<file path="src/rtl/fsgc_pkg.sv">
package fsgc_pkg;

  // Verdict codes carried on each result word.
  localparam logic [2:0] VERDICT_IN_SEQ    = 3'd0;
  localparam logic [2:0] VERDICT_DUPLICATE = 3'd1;
  localparam logic [2:0] VERDICT_GAP       = 3'd2;
  localparam logic [2:0] VERDICT_REORDER   = 3'd3;
  localparam logic [2:0] VERDICT_FULL      = 3'd4;
  localparam logic [2:0] VERDICT_SEQ_MAX   = 3'd5;

  // One packet header as it moves from the front part to the back part.
  typedef struct packed {
    logic [15:0] venue_id;
    logic [15:0] channel_num;
    logic [63:0] seq_num;
    logic [63:0] stamp_ns;
    logic        after_stale_gap;
  } pkt_t;

  // One result word.
  typedef struct packed {
    logic [2:0]  verdict;
    logic        stale_hit;
    logic        apply_ok;
    logic [5:0]  slot_index;
    logic [31:0] duplicates_seen;
    logic [31:0] gaps_seen;
    logic [31:0] reorders_seen;
    logic [31:0] stales_seen;
  } res_t;

  function automatic logic [31:0] sat_inc(input logic [31:0] v);
    sat_inc = (v == 32'hFFFF_FFFF) ? v : v + 32'd1;
  endfunction

endpackage

</file>
<file path="src/rtl/fsgc_front.sv">
// Front part: a two-entry queue of packet headers that takes words from the
// input port and hands them to the back part one at a time.
module fsgc_front (
  input  logic          clk,
  input  logic          rst,
  input  logic          push,
  output logic          full,
  input  fsgc_pkg::pkt_t push_pkt,
  output logic          pkt_valid,
  output fsgc_pkg::pkt_t pkt,
  input  logic          pkt_take
);

  fsgc_pkg::pkt_t slots [2];
  logic           wr_ptr;
  logic           rd_ptr;
  logic [1:0]     count;
  logic           do_push;
  logic           do_pop;

  assign full      = (count == 2'd2);
  assign pkt_valid = (count != 2'd0);
  assign pkt       = slots[rd_ptr];
  assign do_push   = push && !full;
  assign do_pop    = pkt_take && pkt_valid;

  // Pointer and fill count.
  always_ff @(posedge clk) begin
    if (rst) begin
      wr_ptr <= 1'b0;
      rd_ptr <= 1'b0;
      count  <= 2'd0;
    end else begin
      if (do_push) wr_ptr <= !wr_ptr;
      if (do_pop) rd_ptr <= !rd_ptr;
      count <= count + {1'b0, do_push} - {1'b0, do_pop};
    end
  end

  // Payload storage.
  always_ff @(posedge clk) begin
    if (do_push) slots[wr_ptr] <= push_pkt;
  end

  assert property (@(posedge clk) disable iff (rst) !(count == 2'd2 && do_push))
    else $error("queue overrun");
  assert property (@(posedge clk) disable iff (rst) !(count == 2'd0 && do_pop))
    else $error("queue underrun");
  assert property (@(posedge clk) disable iff (rst)
    (do_push && !do_pop) |=> count == $past(count) + 2'd1)
    else $error("count lost a push");

endmodule

</file>
<file path="config.mk">
export PLATFORM = sky130hd
export DESIGN_NAME = fsgc_front
export DESIGN_NICKNAME = d
export VERILOG_FILES = /design/src/rtl/fsgc_pkg.sv /design/src/rtl/fsgc_front.sv
export SDC_FILE = /design/constraint.sdc
export NUM_CORES = 1
export LEC_CHECK = 0
export ABC_AREA = 1
export BUFFER_PORTS_ARGS = -buffer_cell sky130_fd_sc_hd__buf_2
export CAP_MARGIN = 20
export CORE_UTILIZATION = 40
export DETAILED_ROUTE_END_ITERATION = 10
export PLACE_DENSITY = 0.66
export SLEW_MARGIN = 20
export SYNTH_ARGS = -nofsm -noshare
export SYNTH_HDL_FRONTEND = slang
export SYNTH_SLANG_ARGS = --single-unit
</file>
<file path="constraint.sdc">
create_clock -name clk -period 7.6 [get_ports clk]
set_input_delay 0 -clock clk [delete_from_list [all_inputs] [get_ports clk]]
set_output_delay 0 -clock clk [all_outputs]
set_load 0.005 [all_outputs]
</file>
## Word level (Yosys, flattened, before mapping)

Memories as Yosys holds them, arrays and structs flattened. A register that Yosys moved wholly into a read port is not among the register bits.
Cells that the tools add are included.

- Equal/unequal tests: 1
- Multiplexer cells: 4
- Add/sub/neg operators: 2
- Reductions and logical operators: 6

Operator list:

| operator | count |
|---|---|
| two-way mux 1 bit | 4 |
| logical NOT 1 bit | 3 |
| adder 2 x 1 -> 2 bit | 1 |
| == test 2 bit, second input constant | 1 |
| logical AND 1 bit | 2 |
| nonzero test 2 bit | 1 |
| subtractor 2 x 1 -> 2 bit | 1 |

- Memories: 1
- Flip-flop bits (word level): 4
- Bits in writable memories: 322
- Bits of input ports: 165
- Logic and storage cells: 17

Memory list:

| memory | depth | bits a word | rd ports | clocked after Yosys merged registers in | wr ports | RTL line | RTL |
|---|---|---|---|---|---|---|---|
| slots | 2 | 161 | 1 | 1 | 1 | fsgc_front.sv:14 | `fsgc_pkg::pkt_t slots [2];` |

## Longest topological paths before layout

Gate-level depths: netlist of run 1.

- Depth after elaboration: 5
- Mapped depth: 11
- Depth with buffers taken out: 11

## Worst setup path after synthesis of run 1

Ideal clock, no wire load.

- Path kind: register to register
- From: reg count[0]
- To: mem slots[0][0] (netlist name), enable pin
- Data required time: 6917 ps
- Library setup time: 683 ps
- Slack: -324 ps
- Arrival time: 7241 ps
- Cell stages (with the launch flop): 5
- Buffers on the path: 0
- Cell sequence: dfxtp_1 -> inv_1 -> nand2_1 -> nand2_1 -> nor2_1

- Word-level cells in the longest chain between the ends: 5

Ends and longest elaborated chain:

| element | RTL line | RTL |
|---|---|---|
| from (decl) | fsgc_front.sv:17 | `logic [1:0] count;` |
| from (signal assigned) | fsgc_front.sv:36 | `count <= count + {1'b0, do_push} - {1'b0, do_pop};` |
| == test 2 bit | fsgc_front.sv:21 | `assign full = (count == 2'd2);` |
| logical NOT 1 bit | fsgc_front.sv:24 | `assign do_push = push && !full;` |
| logical AND 1 bit | fsgc_front.sv:24 |  |
| two-way mux 1 bit | fsgc_front.sv:42 | `if (do_push) slots[wr_ptr] <= push_pkt;` |
| two-way mux 1 bit (implied by the code) | fsgc_front.sv:42 |  |
| to (decl) | fsgc_front.sv:14 |  |

Every way passes these cells.

==> impl_metrics.tcl, run 1 <==
set metrics [dict create \
    maxClockFrequency_mhz 372.8 \
    io_pins 328 \
    leakage_uw 0.006619 \
    rr_worst_depth 5 \
    die_h_microns 176.8 \
    p_int_uw 3922 \
    whs_ns 0.2152 \
    grt_setup_unrepaired "no" \
    period_share_pct 35.30 \
    routedWlPerCell_microns 16.45 \
    ys_warn_count 0 \
    nets 1221 \
    grt.total_usage_pct 14.95 \
    setup_viol 0 \
    switching_share_pct 24.01 \
    die_w_microns 176.8 \
    pwr-share-comb_pct 21.9 \
    drt_iter0_drc 307 \
    drc 0 \
    relSlewSlack_pct 28.33 \
    antenna_found_initial 1 \
    total_power_uw 5161 \
    pwr-share-clk_pct 32.1 \
    synth_compound_area_share_pct 0.08187 \
    cts_setup_buffers 0 \
    drtAntennaViolNets 0 \
    clock_path_buffers 3 \
    grt_pass1_wl_microns 35990 \
    dp_hpwl_microns 14540 \
    synth_area_per_cell_sq_um 22.68 \
    layout_commonest_cell "buf_2" \
    htreeDepth 2 \
    synth_fp_nets 706 \
    cp_cell_sequence "buf_12, mux2_2, buf_2" \
    worst-setup-path-type "reg2out" \
    fin_cells 1469 \
    rows 63 \
    synth.lib_cells_used.distinct 12 \
    netlist_instances 539 \
    cts-root-buf "clkbuf_16" \
    synthAdderAreaFrac_pct 0.2047 \
    hp-start "push_pkt[9]" \
    vias 6685 \
    cp.arrival_ns 2.68 \
    hold_end "slots[0][9]" \
    initial_core_util_pct 40.93 \
    gr-total-overflow 0 \
    worst_slew_pin_slew_ns 1.075 \
    finalSetupTns_ns 0 \
    powerDensity_mw_per_mm2 303.0 \
    synth_xor_area_share_pct 0 \
    slew_viol_final 0 \
    path_buf_inv 2 \
    seq_area_frac_synth_pct 79.90 \
    cpMaxStageDelayCell "dfxtp_4" \
    rr_startpoint "count[0]" \
    regToRegEndpoint "slots[1][72]" \
    cts.sinks 327 \
    final_cell_mix "buf_2, edfxtp_1, dlygate4sd3_1, mux2_4, mux2_2" \
    grt_max_degree 112 \
    min_period_ns 2.683 \
    maxCapViolCount 0 \
    crit_required_ns 7.60 \
    reg2reg_slack_ns 4.99 \
    port_buffers 327 \
    hold_viol 0 \
    core-area_sq_mm 0.02987 \
    cts_tree "yes" \
    insertion_delay_ns 0.50 \
    routed_wl_microns 24170 \
    ctsResizeCount 0 \
    synth_top_family_by_area "multiplexers" \
    status "finished, final reports clean" \
    min_path_type "in2reg" \
    hold-path-cell-count 2 \
    clk_pin_slew_ns 0.06 \
    cts_buffers 35 \
    dr.pass1.iters 4 \
    synth.area.mux_share_pct 17.59 \
    critPathMaxStageDelay_ns 0.80 \
    end_kind "output pin" \
    worst-path-max-fanout 111 \
    synthToLayoutAreaGrowth_pct 39.29 \
    die-area_sq_mm 0.03127 \
    synth-simple-area-share_pct 0.6447 \
    synth.cell_area_sq_mm 0.01223 \
    hold_buffers 164 \
    gp_congestion 0.7123 \
    p_switching_uw 1239 \
    vias_per_cell 4.551 \
    skew_ns 0.01529 \
    place_inst 1243 \
    worst_setup_path_start_kind "register" \
    power.share.sequential_pct 46.0 \
    layout-drive-gt1-share_pct 50.28 \
    synth-seq-cells 327 \
    vdd_drop_max_v 0.0002265 \
    cp_top_family "flip-flops" \
    first_global_vias 6922 \
]
[registers in the layout, summed over array words and instances (netlist names), named ones only]
signal and flops:
rd_ptr 1, wr_ptr 1, count 2, slots 322
[layout make-up]
class                      instances  area [sq um]
multi-input combinational        185          2272
tap                              390         488.0
fill                            2298         12840
clock inverter                    18         178.9
sequential                       327          9773
timing repair buffer             496          3328
antenna                            1         2.502
clock buffer                      43         948.4
inverter                           9         38.79
[power by group through the flow]
| stage | logic (uW) | registers, uW | clock network (uW) |
|---|---|---|---|
| floorplan | 699 | 2400 | 0 |
| global placement | 1080 | 2400 | 0 |
| detailed placement | 1080 | 2410 | 0 |
| CTS | 1160 | 2370 | 1710 |
| global route | 1230 | 2400 | 1770 |
| finish | 1130 | 2370 | 1660 |
[metrics by stage]
stage	setup slack [ns]	cell area (sq um)	util [%]
after floorplan	2.398	12230	-
after global placement	4.886	14260	47.73
after detailed placement	4.852	14260	47.73
after CTS	4.834	17030	57.00
after global routing	4.693	17030	57.00
final	4.917	17030	57.00
[logic make-up after synthesis]
group / count (synthesis)
fa+ha+maj: 2
compound gates: 2
mux: 161
flops: 327
simple gates: 20
buf+inv: 27
[worst max path at each step]
stage	slack, ns	to	depth (start not counted)
global placement	4.89	slots[1][32]	5
floorplan	2.40	slots[0][0]	4
global route	4.69	slots[1][143]	5
detailed placement	4.85	slots[1][131]	5
finish	4.92	pkt[14]	3
CTS	4.83	slots[1][81]	5
[worst reg2reg max path: cells and delay by family (launching register included)]
kind | cells | cell delay [ns]
DFF | 1 | 0.34
buffers and inverters | 3 | 1.52
and+or+nand+nor | 2 | 0.31
[per-layer routing]
| layer | track usage [%] | vias up | routed length (microns) |
|---|---|---|---|
| met3 | 4.725 | 51 | 1831 |
| met4 | 5.280 | 0 | 610 |
| met5 | 0 | - | 0 |
| met1 | 17.41 | 3219 | 9590 |
| li1 | - | 3161 | - |
| met2 | 25.88 | 254 | 12140 |
[synthesized netlist by cell type, drive strengths merged]
| library cell | number | share of area [%] |
|---|---|---|
| a21oi | 2 | 0.082 |
| nand2 | 8 | 0.25 |
| buf | 18 | 1.3 |
| edfxtp | 322 | 79 |
| nor2 | 9 | 0.28 |
| ha | 2 | 0.20 |
| mux2 | 161 | 18 |
| dfxtp | 5 | 0.82 |
| nand3 | 3 | 0.12 |
| inv | 9 | 0.28 |
(Power assumes the default switching activity.)
==> run 2: changes to the inputs <==
Settings changed: ABC_AREA 1 to 0, PLACE_DENSITY 0.66 to 0.63.
Clock period 7.6 ns to 2.6 ns, I/O delays scaled along.
==> run 2 against run 1 <==
Effect of this change: cell count shrank 0.34%; synthesized cell count shrank 2.2%; core utilization up 0.56 points; setup slack worse by 4.4 ns; worst hold slack improved by 0.0047 ns; cell area up 0.71%; wire length is 2.9% higher; clock power rose to 2.8 times the previous value; area after synthesis shrank 0.14%; largest cell class unchanged.
==> impl_metrics.tcl, run 2 <==
set metrics [dict create \
    rr_startpoint "count[0]" \
    synth.cell_area_sq_mm 0.01221 \
    port_buffers 327 \
    seq_area_frac_synth_pct 80.02 \
    whs_ns 0.2198 \
    antenna_found_initial 1 \
    dp_hpwl_microns 15510 \
    vias 6681 \
    cts-root-buf "clkbuf_16" \
    dr.pass1.iters 4 \
    initial_core_util_pct 40.98 \
    cp.arrival_ns 2.05 \
    grt_pass1_wl_microns 37340 \
    fillCellCount 2276 \
    top_regs "slots x322, count x2" \
    vdd_drop_max_v 0.0007103 \
    worst_setup_path_start_kind "register" \
    setup_viol 0 \
    first_global_vias 7046 \
    cts.sinks 327 \
    maxClockFrequency_mhz 487.6 \
    cts_tree "yes" \
    grt_setup_unrepaired "no" \
    cts_buffers 35 \
    ys_warn_count 0 \
    min_path_type "in2reg" \
    layout-drive-gt1-share_pct 51.82 \
    finalSetupTns_ns 0 \
    synth.most_common_cell "edfxtp_1" \
    synth_ff_type "edfxtp_1" \
    synthTopCellsByArea "edfxtp_1, mux2_4, mux2_2" \
    io_pins 328 \
    gr-total-overflow 0 \
    grt.total_usage_pct 15.44 \
    die_h_microns 176.7 \
    synth_area_leader_cell "edfxtp_1" \
    htreeDepth 2 \
    worst-path-max-fanout 24 \
    rows 63 \
    vias_per_cell 4.564 \
    clock_path_buffers 3 \
    period_share_pct 78.87 \
    clk_pin_slew_ns 0.06 \
    worst-setup-path-type "reg2out" \
    end_kind "output pin" \
    cts_setup_buffers 0 \
    place_inst 1240 \
    status "finished, final reports clean" \
    skew_ns 0.01163 \
    leakage_uw 0.006633 \
    setup_slack_ns 0.5493 \
    routed_wl_microns 24870 \
    nets 1218 \
    routedWlPerCell_microns 16.99 \
    crit_required_ns 2.60 \
    drt_iter0_drc 320 \
    drtAntennaViolNets 0 \
    drc 0 \
    synthToLayoutAreaGrowth_pct 40.48 \
    layout_commonest_cell "buf_2" \
    maxCapViolCount 0 \
    fin_cells 1464 \
    hold_viol 0 \
    synth_enable_flop_cells 322 \
    netlist_instances 527 \
    async_flop_share_pct 0 \
    grt_max_degree 83 \
    worst_slew_pin_slew_ns 0.5126 \
    slew_viol_final 0 \
    hp-start "push_pkt[11]" \
    ctsResizeCount 0 \
    synth_area_per_cell_sq_um 23.17 \
    final_cell_mix "buf_2, edfxtp_1, dlygate4sd3_1, mux2_4, mux2_2" \
    min_period_ns 2.051 \
    core-area_sq_mm 0.02980 \
    largest_register_ffs 322 \
    postLayoutCoreUtil_pct 57.56 \
    relSlewSlack_pct 65.82 \
    hold_buffers 164 \
    ys_top_cells_by_count "edfxtp_1, mux2_4, mux2_2, buf_6, buf_2" \
    synth.lib_cells_used.distinct 20 \
    die-area_sq_mm 0.03123 \
    synth_top_area_share_pct 79.20 \
    pre_cts_slack_ns 0.7618 \
    insertion_delay_ns 0.49 \
    gp_congestion 0.7387 \
    synth_fp_nets 694 \
    die_w_microns 176.7 \
    powerDensity_mw_per_mm2 868.5 \
    regMostFlops "slots" \
    synth-seq-cells 327 \
]
## run 2: cell types whose count changed in the layout (fill, tap and decap cells not counted), moves of 3 or more
| cell | delta |
|---|---|
| clkbuf_1 | +4 |
| inv_1 | -6 |
| clkinv_1 | -5 |
| buf_12 | +9 |
| nor2_1 | -5 |
| nand2_1 | -7 |
| nand3_1 | -3 |
## run 2: metrics by stage
step	total power, uW	area [sq um]
floorplan	8886	12230
global placement	10170	14430
detailed placement	10200	14430
CTS	15080	17150
global route	15580	17150
finish	14900	17150
## run 2: layout make-up
cell class | count | area [sq um] | area share [%]
Clock inverter | 12 | 111.4 | 0.6493
Antenna cell | 1 | 2.502 | 0.01459
Tap cell | 390 | 488.0 | 2.845
Inverter | 4 | 18.77 | 0.1094
Clock buffer | 47 | 963.4 | 5.617
Multi-Input combinational cell | 178 | 2283 | 13.31
Sequential cell | 327 | 9776 | 57.00
Timing Repair Buffer | 505 | 3508 | 20.46
## run 2: worst max-delay path: stages (launching register included)
cell and delay [ns]:
dfxtp_4 0.61, buf_12 0.24, buf_12 0.20, mux2_2 0.36, buf_2 0.13
## run 2: cells by family after synthesis
kind of cell | Yosys count | synth area share (%)
AO/OA/AOI/OAI | 3 | 0.1434
buffers and inverters | 22 | 1.424
flip-flops | 327 | 80.02
AND/OR/NAND/NOR | 9 | 0.3793
XOR/XNOR | 3 | 0.2152
adder cells (fa/ha/maj) | 2 | 0.2049
multiplexers | 161 | 17.62
## run 2: worst paths after layout
check	endpoint	slack (ns)	cells after the start
max	pkt[17]	0.55	4
min	slots[1][11]	0.22	2
max reg2reg	slots[0][137]	0.74	5
min reg2reg	wr_ptr	0.50	2
## run 2: report_power, final
part	leakage (uW)	internal (uW)	switching, uW
logic	0.00306	1960	1550
clock network	0.000522	2790	1850
registers	0.00305	6540	200
total	0.00663	11300	3600
## run 2: layer usage
| layer | part of all wire [%] | GRT usage (%) | wire length [microns] |
|---|---|---|---|
| met1 | 39 | 18.15 | 9772 |
| met2 | 50 | 26.60 | 12440 |
| met5 | 0 | 0 | 0 |
| met4 | 2.7 | 5.496 | 666 |
| met3 | 8.0 | 4.768 | 1994 |
==> run 3: changes to the inputs <==
Settings changed: PLACE_DENSITY 0.63 to 0.66.
Clock period 2.6 ns to 1.85 ns, I/O delays scaled along.
==> run 3 against run 2 <==
Effect of this change: global-route usage is 0.52 points higher; power grew 41%; combinational power is 54% higher; clock skew fell by 0.0015 ns; wire length grew 2.4%; non-clock buffer count up 19; first-iteration DRC count down 27%; critical path type unchanged; critical path depth stayed put; cell area increased by 1.7%; sequential cell count unchanged; via count grew 2.5%; core utilization increased by 0.96 points.
==> impl_metrics.tcl, run 3 (synthesis results as in run 2) <==
set metrics [dict create \
    top_layer "met4" \
    status "finished, final reports clean" \
    cts_tree "yes" \
    worst_slew_pin_slew_ns 0.4557 \
    gp_congestion 0.7217 \
    leakage_uw 0.006779 \
    die-area_sq_mm 0.03123 \
    top_regs "slots x322, count x2" \
    wl_met1_microns 9878 \
    cts_buffers 35 \
    final_cell_mix "edfxtp_1, buf_2, dlygate4sd3_1, mux2_4, mux2_2" \
    worst-path-max-fanout 24 \
    die_w_microns 176.7 \
    grt_pass1_wl_microns 38440 \
    hold_viol 0 \
    cts.sinks 327 \
    grt_max_degree 60 \
    gr-total-overflow 0 \
    insertion_delay_ns 0.49 \
    dr.pass1.iters 6 \
    cts-root-buf "clkbuf_16" \
    skew_ns 0.01012 \
    wl_met2_microns 13240 \
    layout-drive-gt1-share_pct 52.25 \
    period_share_pct 97.08 \
    cts_setup_buffers 0 \
    worst_setup_path_start_kind "register" \
    cp.arrival_ns 1.80 \
    slew_viol_final 0 \
    setup_viol 0 \
    routed_wl_microns 25460 \
    core-area_sq_mm 0.02980 \
    postLayoutCoreUtil_pct 58.52 \
    relSlewSlack_pct 69.62 \
    end_kind "output pin" \
    drtAntennaViolNets 0 \
    layout_commonest_cell "edfxtp_1" \
    htreeDepth 2 \
    routedWlPerCell_microns 17.21 \
    synthToLayoutAreaGrowth_pct 42.83 \
    seq_area_sq_mm 0.009776 \
    wl_met3_microns 1653 \
    clock_path_buffers 3 \
    fillCellCount 2216 \
    initial_core_util_pct 40.98 \
    min_path_type "in2reg" \
    port_buffers 327 \
    powerDensity_mw_per_mm2 1204 \
    vias 6849 \
    multi_input_area_sq_mm 0.002310 \
    maxClockFrequency_mhz 556.8 \
    drt_iter0_drc 234 \
    regMostFlops "slots" \
    whs_ns 0.2284 \
    dp_hpwl_microns 16320 \
    nets 1237 \
    io_pins 328 \
    crit_required_ns 1.85 \
    antenna_found_initial 0 \
    clk_pin_slew_ns 0.06 \
    min_period_ns 1.796 \
    vdd_drop_max_v 0.0007889 \
    rows 63 \
    maxCapViolCount 0 \
    first_global_vias 7367 \
    drc 0 \
    grt.total_usage_pct 15.96 \
    vias_per_cell 4.631 \
    largest_register_ffs 322 \
    diodes 0 \
    grt_setup_unrepaired "yes" \
    worst-setup-path-type "reg2out" \
    die_h_microns 176.7 \
]
==> run 3: repair_timing <==
action                                 CTS  global route
gates resized for setup                  5            14
gates cloned                             0             1
setup endpoints to repair               26            61
hold buffers                           165             0
endpoints found under the hold margin  327             0
==> run 3: final timing paths <==
kind	startpoint	endpoint	slack, ns	cells past startpoint
setup reg to reg	count[0]	slots[0][142]	0.16	6
hold / removal	push_pkt[7]	slots[1][7]	0.23	2
setup / recovery	register	pkt[148]	0.05	4
hold reg to reg	wr_ptr	wr_ptr	0.51	2
==> run 3: per-stage QoR <==
stage	setup TNS (ns)	area [sq um]	power (uW)	cells	worst slack, ns
final	0	17440	20990	1479	0.05405
after global placement	0	14660	14460	1257	0.1718
after floorplan	-417.54	12230	12490	527	-1.550
after detailed placement	0	14660	14520	1257	0.1579
after CTS	-0.1582	17340	21050	1478	-0.02689
after global routing	-0.05575	17440	21920	1479	-0.008420
==> run 3: power by group <==
part           internal (uW)  switching (uW)  total [uW]
sequential              9190             229        9420
clock                   3600            2570        6170
combinational           3070            2330        5400
==> run 3: worst max-delay path, cell delays in order, from the launching register on <==
cell	delay (ns)
dfxtp_4	0.39
buf_12	0.21
clkbuf_16	0.25
mux2_4	0.32
buf_2	0.13
==> run 3: per-layer routing <==
metal | track usage [%] | vias to the layer above
met5 | 0 | -
met4 | 5.675 | 0
met3 | 4.059 | 54
met2 | 28.61 | 247
met1 | 18.37 | 3359
li1 | - | 3189
==> run 3: cell type report <==
type	instances	share of cell area (%)
clock buffers	43	5.439
clock inverters	13	0.3372
inverters	4	0.1076
multi-input cells	178	13.25
flip-flops and latches	327	56.06
well taps	390	2.798
repair buffers	524	22.01
